--- config.mk ---
export PLATFORM = sky130hd
export DESIGN_NAME = ini_section_command_tokenizer_top
export DESIGN_NICKNAME = d
export VERILOG_FILES = /design/src/hw/rtl/ist_pkg.sv /design/src/hw/rtl/ini_section_command_tokenizer_top.sv
export SDC_FILE = /design/constraint.sdc
export NUM_CORES = 1
export LEC_CHECK = 0
export ABC_AREA = 0
export BUFFER_PORTS_ARGS = -buffer_cell sky130_fd_sc_hd__buf_2
export CELL_PAD_IN_SITES_DETAIL_PLACEMENT = 1
export CELL_PAD_IN_SITES_GLOBAL_PLACEMENT = 1
export CORE_MARGIN = 8
export CORE_UTILIZATION = 46
export DETAILED_ROUTE_END_ITERATION = 10
export GPL_TIMING_DRIVEN = 0
export PLACE_DENSITY = 0.77
export SYNTH_ARGS = -nofsm -noshare
export SYNTH_HDL_FRONTEND = slang
export SYNTH_SLANG_ARGS = --single-unit
--- constraint.sdc ---
create_clock -name aclk -period 7.5 [get_ports aclk]
set_clock_uncertainty 0.15 [all_clocks]
set_input_delay 2.25 -clock aclk [delete_from_list [all_inputs] [get_ports aclk]]
set_output_delay 2.25 -clock aclk [all_outputs]
set_load 0.05 [all_outputs]
--- src/hw/rtl/ist_pkg.sv ---
// ----------------------------------------------------------------------------
// ist_pkg
// types and constants shared by the tokenizer and its checker
// ----------------------------------------------------------------------------
package ist_pkg;

    localparam int POSITION_BITS_DEF = 20;
    localparam int LINE_BITS_DEF     = 16;

    typedef enum logic [2:0] {
        MODE_IDLE     = 3'd0,
        MODE_COMMENT  = 3'd1,
        MODE_SECTION  = 3'd2,
        MODE_COMMAND  = 3'd3,
        MODE_ARGUMENT = 3'd4
    } mode_t;

    typedef enum logic [1:0] {
        KIND_SECTION  = 2'd0,
        KIND_COMMAND  = 2'd1,
        KIND_ARGUMENT = 2'd2,
        KIND_ERROR    = 2'd3
    } kind_t;

    typedef enum logic [2:0] {
        ERR_NONE              = 3'd0,
        ERR_CMD_BEFORE_SECT   = 3'd1,
        ERR_BRACKET_EXPECTED  = 3'd2,
        ERR_ARROW_EXPECTED    = 3'd3,
        ERR_CLOSE_EXPECTED    = 3'd4,
        ERR_ARROW_IN_COMMAND  = 3'd5
    } err_t;

    localparam logic [7:0] CHAR_HASH    = 8'h23;
    localparam logic [7:0] CHAR_LBRACK  = 8'h5B;
    localparam logic [7:0] CHAR_RBRACK  = 8'h5D;
    localparam logic [7:0] CHAR_ARROW   = 8'h3E;
    localparam logic [7:0] CHAR_NEWLINE = 8'h0A;
    localparam logic [7:0] CHAR_TAB     = 8'h09;
    localparam logic [7:0] CHAR_SPACE   = 8'h20;

endpackage

--- src/hw/rtl/ini_section_command_tokenizer_top.sv ---
// ----------------------------------------------------------------------------
// ini_section_command_tokenizer_top
// a byte accepted into the input register has its token (if any) loaded into
// the result register once free; throughput: one byte per cycle while m_ready
// drains the result register, set by the single mode/offset update per byte
// reset: synchronous active low; clears mode, offsets, line count, flags, valids
// after a syntax error the block swallows bytes without results until reset
// ----------------------------------------------------------------------------
module ini_section_command_tokenizer_top #(
    parameter int POSITION_BITS = ist_pkg::POSITION_BITS_DEF,
    parameter int LINE_BITS     = ist_pkg::LINE_BITS_DEF
) (
    input  logic                     aclk,
    input  logic                     aresetn,
    // byte input
    input  logic                     s_valid,
    output logic                     s_ready,
    input  logic [7:0]               s_data_byte,
    // token output
    output logic                     m_valid,
    input  logic                     m_ready,
    output logic [1:0]               m_result_kind,
    output logic [2:0]               m_error_code,
    output logic [POSITION_BITS-1:0] m_name_start,
    output logic [POSITION_BITS-1:0] m_name_length,
    output logic [LINE_BITS-1:0]     m_line_number
);
    import ist_pkg::*;

    localparam logic [LINE_BITS-1:0] LINE_MAX = '1;

    // input register stage
    logic       in_valid_reg;
    logic [7:0] in_byte_reg;

    // parser state
    mode_t                    mode_reg, mode_next;
    logic [POSITION_BITS-1:0] byte_pos_reg, byte_pos_next;
    logic [POSITION_BITS-1:0] token_start_reg, token_start_next;
    logic                     token_started_reg, token_started_next;
    logic [LINE_BITS-1:0]     line_count_reg, line_count_next;
    logic                     seen_section_reg, seen_section_next;
    logic                     seen_command_reg, seen_command_next;
    logic                     halted_reg, halted_next;

    // result register
    logic                     m_valid_reg;
    kind_t                    m_kind_reg;
    err_t                     m_code_reg;
    logic [POSITION_BITS-1:0] m_start_reg;
    logic [POSITION_BITS-1:0] m_len_reg;
    logic [LINE_BITS-1:0]     m_line_reg;

    // result of the byte in the input register
    logic                     res_valid;
    kind_t                    res_kind;
    err_t                     res_code;
    logic [POSITION_BITS-1:0] res_start;
    logic [POSITION_BITS-1:0] res_len;
    logic [LINE_BITS-1:0]     res_line;

    logic                     out_free;
    logic                     advance;
    logic                     work;
    logic                     is_nl, is_blank, is_hash, is_lbrack, is_rbrack, is_arrow;
    logic [LINE_BITS-1:0]     line_inc;
    logic [POSITION_BITS-1:0] close_start;
    logic [POSITION_BITS-1:0] close_len;

    // handshake: the result register is free when empty or being drained,
    // and the input register moves on whenever the result register is free
    assign out_free = !m_valid_reg || m_ready;
    assign advance  = in_valid_reg && out_free;
    assign work     = advance && !halted_reg;
    assign s_ready  = !in_valid_reg || out_free;

    // byte classes
    assign is_nl     = (in_byte_reg == CHAR_NEWLINE);
    assign is_blank  = (in_byte_reg == CHAR_SPACE) || (in_byte_reg == CHAR_TAB);
    assign is_hash   = (in_byte_reg == CHAR_HASH);
    assign is_lbrack = (in_byte_reg == CHAR_LBRACK);
    assign is_rbrack = (in_byte_reg == CHAR_RBRACK);
    assign is_arrow  = (in_byte_reg == CHAR_ARROW);

    // saturating line counter
    assign line_inc = (line_count_reg == LINE_MAX) ? line_count_reg
                                                   : line_count_reg + 1'b1;

    // a name that never got a byte starts at the closing byte, length zero
    assign close_start = token_started_reg ? token_start_reg : byte_pos_reg;
    assign close_len   = byte_pos_reg - close_start;

    // next mode
    always_comb begin
        mode_next = mode_reg;
        if (work) begin
            case (mode_reg)
                MODE_IDLE: begin
                    if (is_hash) begin
                        mode_next = MODE_COMMENT;
                    end else if (is_lbrack) begin
                        mode_next = MODE_SECTION;
                    end else if (is_arrow) begin
                        if (seen_section_reg) begin
                            mode_next = MODE_COMMAND;
                        end
                    end else if (!is_nl && !is_blank && seen_section_reg
                                 && seen_command_reg) begin
                        mode_next = MODE_ARGUMENT;
                    end
                end
                MODE_COMMENT: begin
                    if (is_nl) begin
                        mode_next = MODE_IDLE;
                    end
                end
                MODE_SECTION: begin
                    if (is_rbrack) begin
                        mode_next = MODE_IDLE;
                    end
                end
                MODE_COMMAND: begin
                    if (is_nl || is_blank) begin
                        mode_next = MODE_IDLE;
                    end
                end
                MODE_ARGUMENT: begin
                    if (is_nl) begin
                        mode_next = MODE_IDLE;
                    end else if (is_hash) begin
                        mode_next = MODE_COMMENT;
                    end
                end
                default: begin
                    mode_next = MODE_IDLE;
                end
            endcase
        end
    end

    // datapath updates and token/error result
    always_comb begin
        byte_pos_next      = byte_pos_reg;
        token_start_next   = token_start_reg;
        token_started_next = token_started_reg;
        line_count_next    = line_count_reg;
        seen_section_next  = seen_section_reg;
        seen_command_next  = seen_command_reg;
        halted_next        = halted_reg;
        res_valid          = 1'b0;
        res_kind           = KIND_SECTION;
        res_code           = ERR_NONE;
        res_start          = close_start;
        res_len            = close_len;
        res_line           = line_count_reg;
        if (work) begin
            byte_pos_next = byte_pos_reg + 1'b1;
            case (mode_reg)
                MODE_IDLE: begin
                    if (is_arrow) begin
                        if (!seen_section_reg) begin
                            res_valid = 1'b1;
                            res_kind  = KIND_ERROR;
                            res_code  = ERR_CMD_BEFORE_SECT;
                        end
                    end else if (is_nl) begin
                        line_count_next = line_inc;
                    end else if (!is_hash && !is_lbrack && !is_blank) begin
                        // argument text starts here, if the context allows it
                        if (!seen_section_reg) begin
                            res_valid = 1'b1;
                            res_kind  = KIND_ERROR;
                            res_code  = ERR_BRACKET_EXPECTED;
                        end else if (!seen_command_reg) begin
                            res_valid = 1'b1;
                            res_kind  = KIND_ERROR;
                            res_code  = ERR_ARROW_EXPECTED;
                        end else begin
                            token_start_next   = byte_pos_reg;
                            token_started_next = 1'b1;
                        end
                    end
                end
                MODE_COMMENT: begin
                    if (is_nl) begin
                        line_count_next = line_inc;
                    end
                end
                MODE_SECTION: begin
                    if (is_nl) begin
                        // unterminated section reports the line after the bump
                        line_count_next = line_inc;
                        res_valid       = 1'b1;
                        res_kind        = KIND_ERROR;
                        res_code        = ERR_CLOSE_EXPECTED;
                        res_line        = line_inc;
                    end else if (is_rbrack) begin
                        res_valid          = 1'b1;
                        res_kind           = KIND_SECTION;
                        token_started_next = 1'b0;
                        seen_section_next  = 1'b1;
                    end else if (!token_started_reg) begin
                        token_start_next   = byte_pos_reg;
                        token_started_next = 1'b1;
                    end
                end
                MODE_COMMAND: begin
                    if (is_nl || is_blank) begin
                        if (is_nl) begin
                            line_count_next = line_inc;
                        end
                        res_valid          = 1'b1;
                        res_kind           = KIND_COMMAND;
                        token_started_next = 1'b0;
                        seen_command_next  = 1'b1;
                    end else if (is_arrow) begin
                        res_valid = 1'b1;
                        res_kind  = KIND_ERROR;
                        res_code  = ERR_ARROW_IN_COMMAND;
                    end else if (!token_started_reg) begin
                        token_start_next   = byte_pos_reg;
                        token_started_next = 1'b1;
                    end
                end
                MODE_ARGUMENT: begin
                    if (is_nl || is_hash) begin
                        if (is_nl) begin
                            line_count_next = line_inc;
                        end
                        res_valid          = 1'b1;
                        res_kind           = KIND_ARGUMENT;
                        token_started_next = 1'b0;
                    end
                end
                default: begin
                end
            endcase
            // errors carry no name and stop all further parsing
            if (res_kind == KIND_ERROR) begin
                res_start   = '0;
                res_len     = '0;
                halted_next = 1'b1;
            end
        end
    end

    // input register
    always_ff @(posedge aclk) begin
        if (!aresetn) begin
            in_valid_reg <= 1'b0;
        end else if (s_ready) begin
            in_valid_reg <= s_valid;
        end
    end

    always_ff @(posedge aclk) begin
        if (s_valid && s_ready) begin
            in_byte_reg <= s_data_byte;
        end
    end

    // parser state
    always_ff @(posedge aclk) begin
        if (!aresetn) begin
            mode_reg          <= MODE_IDLE;
            byte_pos_reg      <= '0;
            token_start_reg   <= '0;
            token_started_reg <= 1'b0;
            line_count_reg    <= '0;
            seen_section_reg  <= 1'b0;
            seen_command_reg  <= 1'b0;
            halted_reg        <= 1'b0;
        end else begin
            mode_reg          <= mode_next;
            byte_pos_reg      <= byte_pos_next;
            token_start_reg   <= token_start_next;
            token_started_reg <= token_started_next;
            line_count_reg    <= line_count_next;
            seen_section_reg  <= seen_section_next;
            seen_command_reg  <= seen_command_next;
            halted_reg        <= halted_next;
        end
    end

    // result register: loads whenever free, so an empty slot drops out
    always_ff @(posedge aclk) begin
        if (!aresetn) begin
            m_valid_reg <= 1'b0;
        end else if (out_free) begin
            m_valid_reg <= res_valid;
        end
    end

    always_ff @(posedge aclk) begin
        if (out_free && res_valid) begin
            m_kind_reg  <= res_kind;
            m_code_reg  <= res_code;
            m_start_reg <= res_start;
            m_len_reg   <= res_len;
            m_line_reg  <= res_line;
        end
    end

    assign m_valid       = m_valid_reg;
    assign m_result_kind = m_kind_reg;
    assign m_error_code  = m_code_reg;
    assign m_name_start  = m_start_reg;
    assign m_name_length = m_len_reg;
    assign m_line_number = m_line_reg;

endmodule

==> results by group <==
Status
  • Status: finished, final reports clean

Yosys
  • Syn_nets: 710
  • Fraction of registers with async set or reset after synthesis: 0
  • Yosys reg bits: 134
  • Post-synthesis sequential area ratio: 0.4985
  • Distinct cells, synth: 57
  • Cell area after synthesis: 6766 um^2
  • Yosys warns: 0
  • Synthesized area per cell: 10.01 um^2
  • Top cell type's share of synthesized area: 0.3062
  • Gate Count Post-Synth: about 680
  • Top FF cell, synth: edfxtp_1
  • Top cell type by total area after synthesis: edfxtp_1
  • Most frequent cell after synthesis: nor2_1
  • EDFF count, synth: just under 70
  • Synth cell count leaders: nor2_1 (114), edfxtp_1 (69), dfxtp_1 (65), mux2i_1 (43)
  • Synth area leaders: edfxtp_1 (31%), dfxtp_1 (19%), mux2i_1 (6.4%)

Setup path
  • WS Path Type: in2out
  • CP max FO: 5
  • Buf/Inv on CP: 2
  • CP max stage cell: nor2b_1
  • Reg2Reg Depth: 12
  • Largest stage delay on the critical path: 0.25 ns
  • CP arrival: 2.95 ns
  • Critical Path End Type: primary output
  • Req. time, crit path: 5.10 ns
  • CP dominant cell by count: buf_2
  • Crit. path cell count: 4
  • Nature of the critical path startpoint: input port
  • Critical-path cell list: buf_2 -> nor2b_1 -> nand2_1 -> buf_2
  • Crit path max-delay family: simple AND/OR/NAND/NOR gates

Layout
  • Post-layout util: 0.5487
  • Multi-input logic area: 3262 um^2
  • Fin nets: 806
  • Register Area: 3373 um^2
  • Share of layout cells above drive strength 1: 0.1618
  • Final instance area: 7944 um^2
  • Fillers: 1639
  • Area Overhead vs Synth: 17.40%
  • # diodes: 0

Floorplan
  • Starting Density: 0.4673
  • FP Rows: 44
  • Die Span X: 137.3 um
  • Die area: around 19000 um^2
  • Io pins: 75
  • Die Span Y: about 140 um
  • Core Region: approximately 14000 um^2

Clock network
  • CTS max path bufs: 2
  • Postcts setup bufs: 0
  • Worst-path clk slew: 0.06 ns
  • Latest clock arrival within the worst-skew pair: 0.42 ns
  • H-tree Lvls: 4
  • CTS tree: done
  • Hold buffers post-CTS: 0
  • CTS sink cnt: 134
  • Root buffer cell: clkbuf_16
  • Num CTS Buffers: 17
  • CTS resizes: 0

Pwr
  • Overall power: about 1700 uW
  • PD cells: 215.2 nW/um^2
  • Leak: 0.003179 uW
  • Peak VDD IR: 0.1484 mV

Global route
  • First-pass GRT wire length: 28810 um
  • Initial antenna violation count: 0
  • Largest net degree at the start of global routing: 30
  • Total congestion overflow: 0
  • Tot GR Track Use: 0.1955
  • Number of global-route vias before repair: 5787

Drt
  • Avg WL per Cell: 18.23 um
  • Via-to-Cell Ratio: 5.583
  • Initial DRT Pass Iterations: 6
  • DRT iter0 DRCs: 275
  • Final WL: 17670 um
  • Drt drc: 0
  • Routed Antenna Nets: 0
  • Via count: 5410

Placed design
  • Placed Area: 7422 um^2
  • HPWL after detailed placement: 12980 um
  • RePlAce Congestion: 0.8621
  • PortBufs: 74

STA
  • Max-slew violations: 0
  • Slew margin rel.: 0.4440
  • Fmax: 187.0 MHz
  • Worst Tran Pin Value: 0.8340 ns
  • Tmin final: 5.347 ns
  • Setup Total Neg Slack: 0 ns
  • Fin crit share: 0.7129
  • Final setup viols: 0
  • RSZ-0062 raised after global routing: false
  • Final Hold Viols: 0

Min path
  • Hold crit path type: reg2reg
  • Hold depth: 1

Job
  • Max Cap Violations: 0
cell usage in the layout (no fill, tap or decap), types with 4 or more instances in the layout:
cell	count
o21ai_0	22
edfxtp_1	69
nand2_1	41
inv_1	11
mux2i_1	43
nand3_1	25
nor3b_1	4
nand4_1	8
nor3_1	11
o21a_1	4
or2_2	7
xnor2_1	22
a211oi_1	7
a21oi_1	41
or3_1	13
and4_1	4
and3_1	7
clkinv_2	7
nor2b_1	12
ha_1	21
nand2b_1	6
a31oi_1	6
a21o_1	6
and2_1	6
buf_2	77
nor2_1	114
clkbuf_1	17
clkbuf_16	17
xor2_1	29
dfxtp_1	65
kinds of logic after synthesis:
| kind of cell | after synthesis | share of synthesized area |
|---|---|---|
| compound gates | 115 | 0.1073 |
| xor+xnor | 51 | 0.06601 |
| fa+ha+maj | 22 | 0.04179 |
| buf+inv | 36 | 0.02163 |
| flops | 134 | 0.4985 |
| mux | 44 | 0.06527 |
| simple gates | 274 | 0.1995 |
where the power goes:
group / total, uW / switching, uW / internal (uW)
sequential: 804 / 8.58 / 795
combinational: 172 / 126 / 46.7
clock: 733 / 318 / 415
total: 1710 / 452 / 1260
worst reg2reg max path, cell delays in order (launching register included):
cell	delay [ns]
dfxtp_1	0.30
clkbuf_1	0.24
buf_1	0.67
mux2i_1	0.44
ha_1	0.30
nor2b_1	0.14
o2111ai_1	0.18
nand3_1	0.16
o41ai_1	0.55
a21oi_1	0.26
a311o_1	0.44
nor4_1	0.31
nor4_1	0.11
metrics by stage:
| stage | setup slack (ns) | std cells | hold slack (ns) |
|---|---|---|---|
| CTS | 2.160 | 968 | 0.3536 |
| floorplan | 0.5943 | 676 | 0.3057 |
| global route | 2.052 | 969 | 0.3713 |
| detailed placement | 1.797 | 936 | 0.3389 |
| finish | 2.153 | 969 | 0.3492 |
| global placement | -1.280 | 934 | 0.3193 |
area by class of cell:
| class | count | share of cell area |
|---|---|---|
| clock buffer | 17 | 0.05355 |
| multi-input combinational | 506 | 0.4106 |
| buffer | 24 | 0.01276 |
| sequential | 134 | 0.4246 |
| clock inverter | 15 | 0.01150 |
| tap | 184 | 0.02898 |
| inverter | 12 | 0.005670 |
| timing repair buffer | 77 | 0.05229 |
metal layers:
metal / GRT usage / vias to the layer above / routed length, um
met5: 0 / - / 0
met2: 0.3643 / 87 / 9572
li1: - / 2629 / -
met1: 0.2099 / 2668 / 7197
met3: 0.04085 / 26 / 540
met4: 0.07966 / 0 / 359
path summary, 6_finish.rpt:
check	from	end	slack, ns
min	halted_reg	halted_reg	0.35
max reg2reg	token_started_reg	m_name_length[19]	2.99
min reg2reg	halted_reg	halted_reg	0.35
max	m_ready	s_ready	2.15
Power figures use the tool's default switching activity.
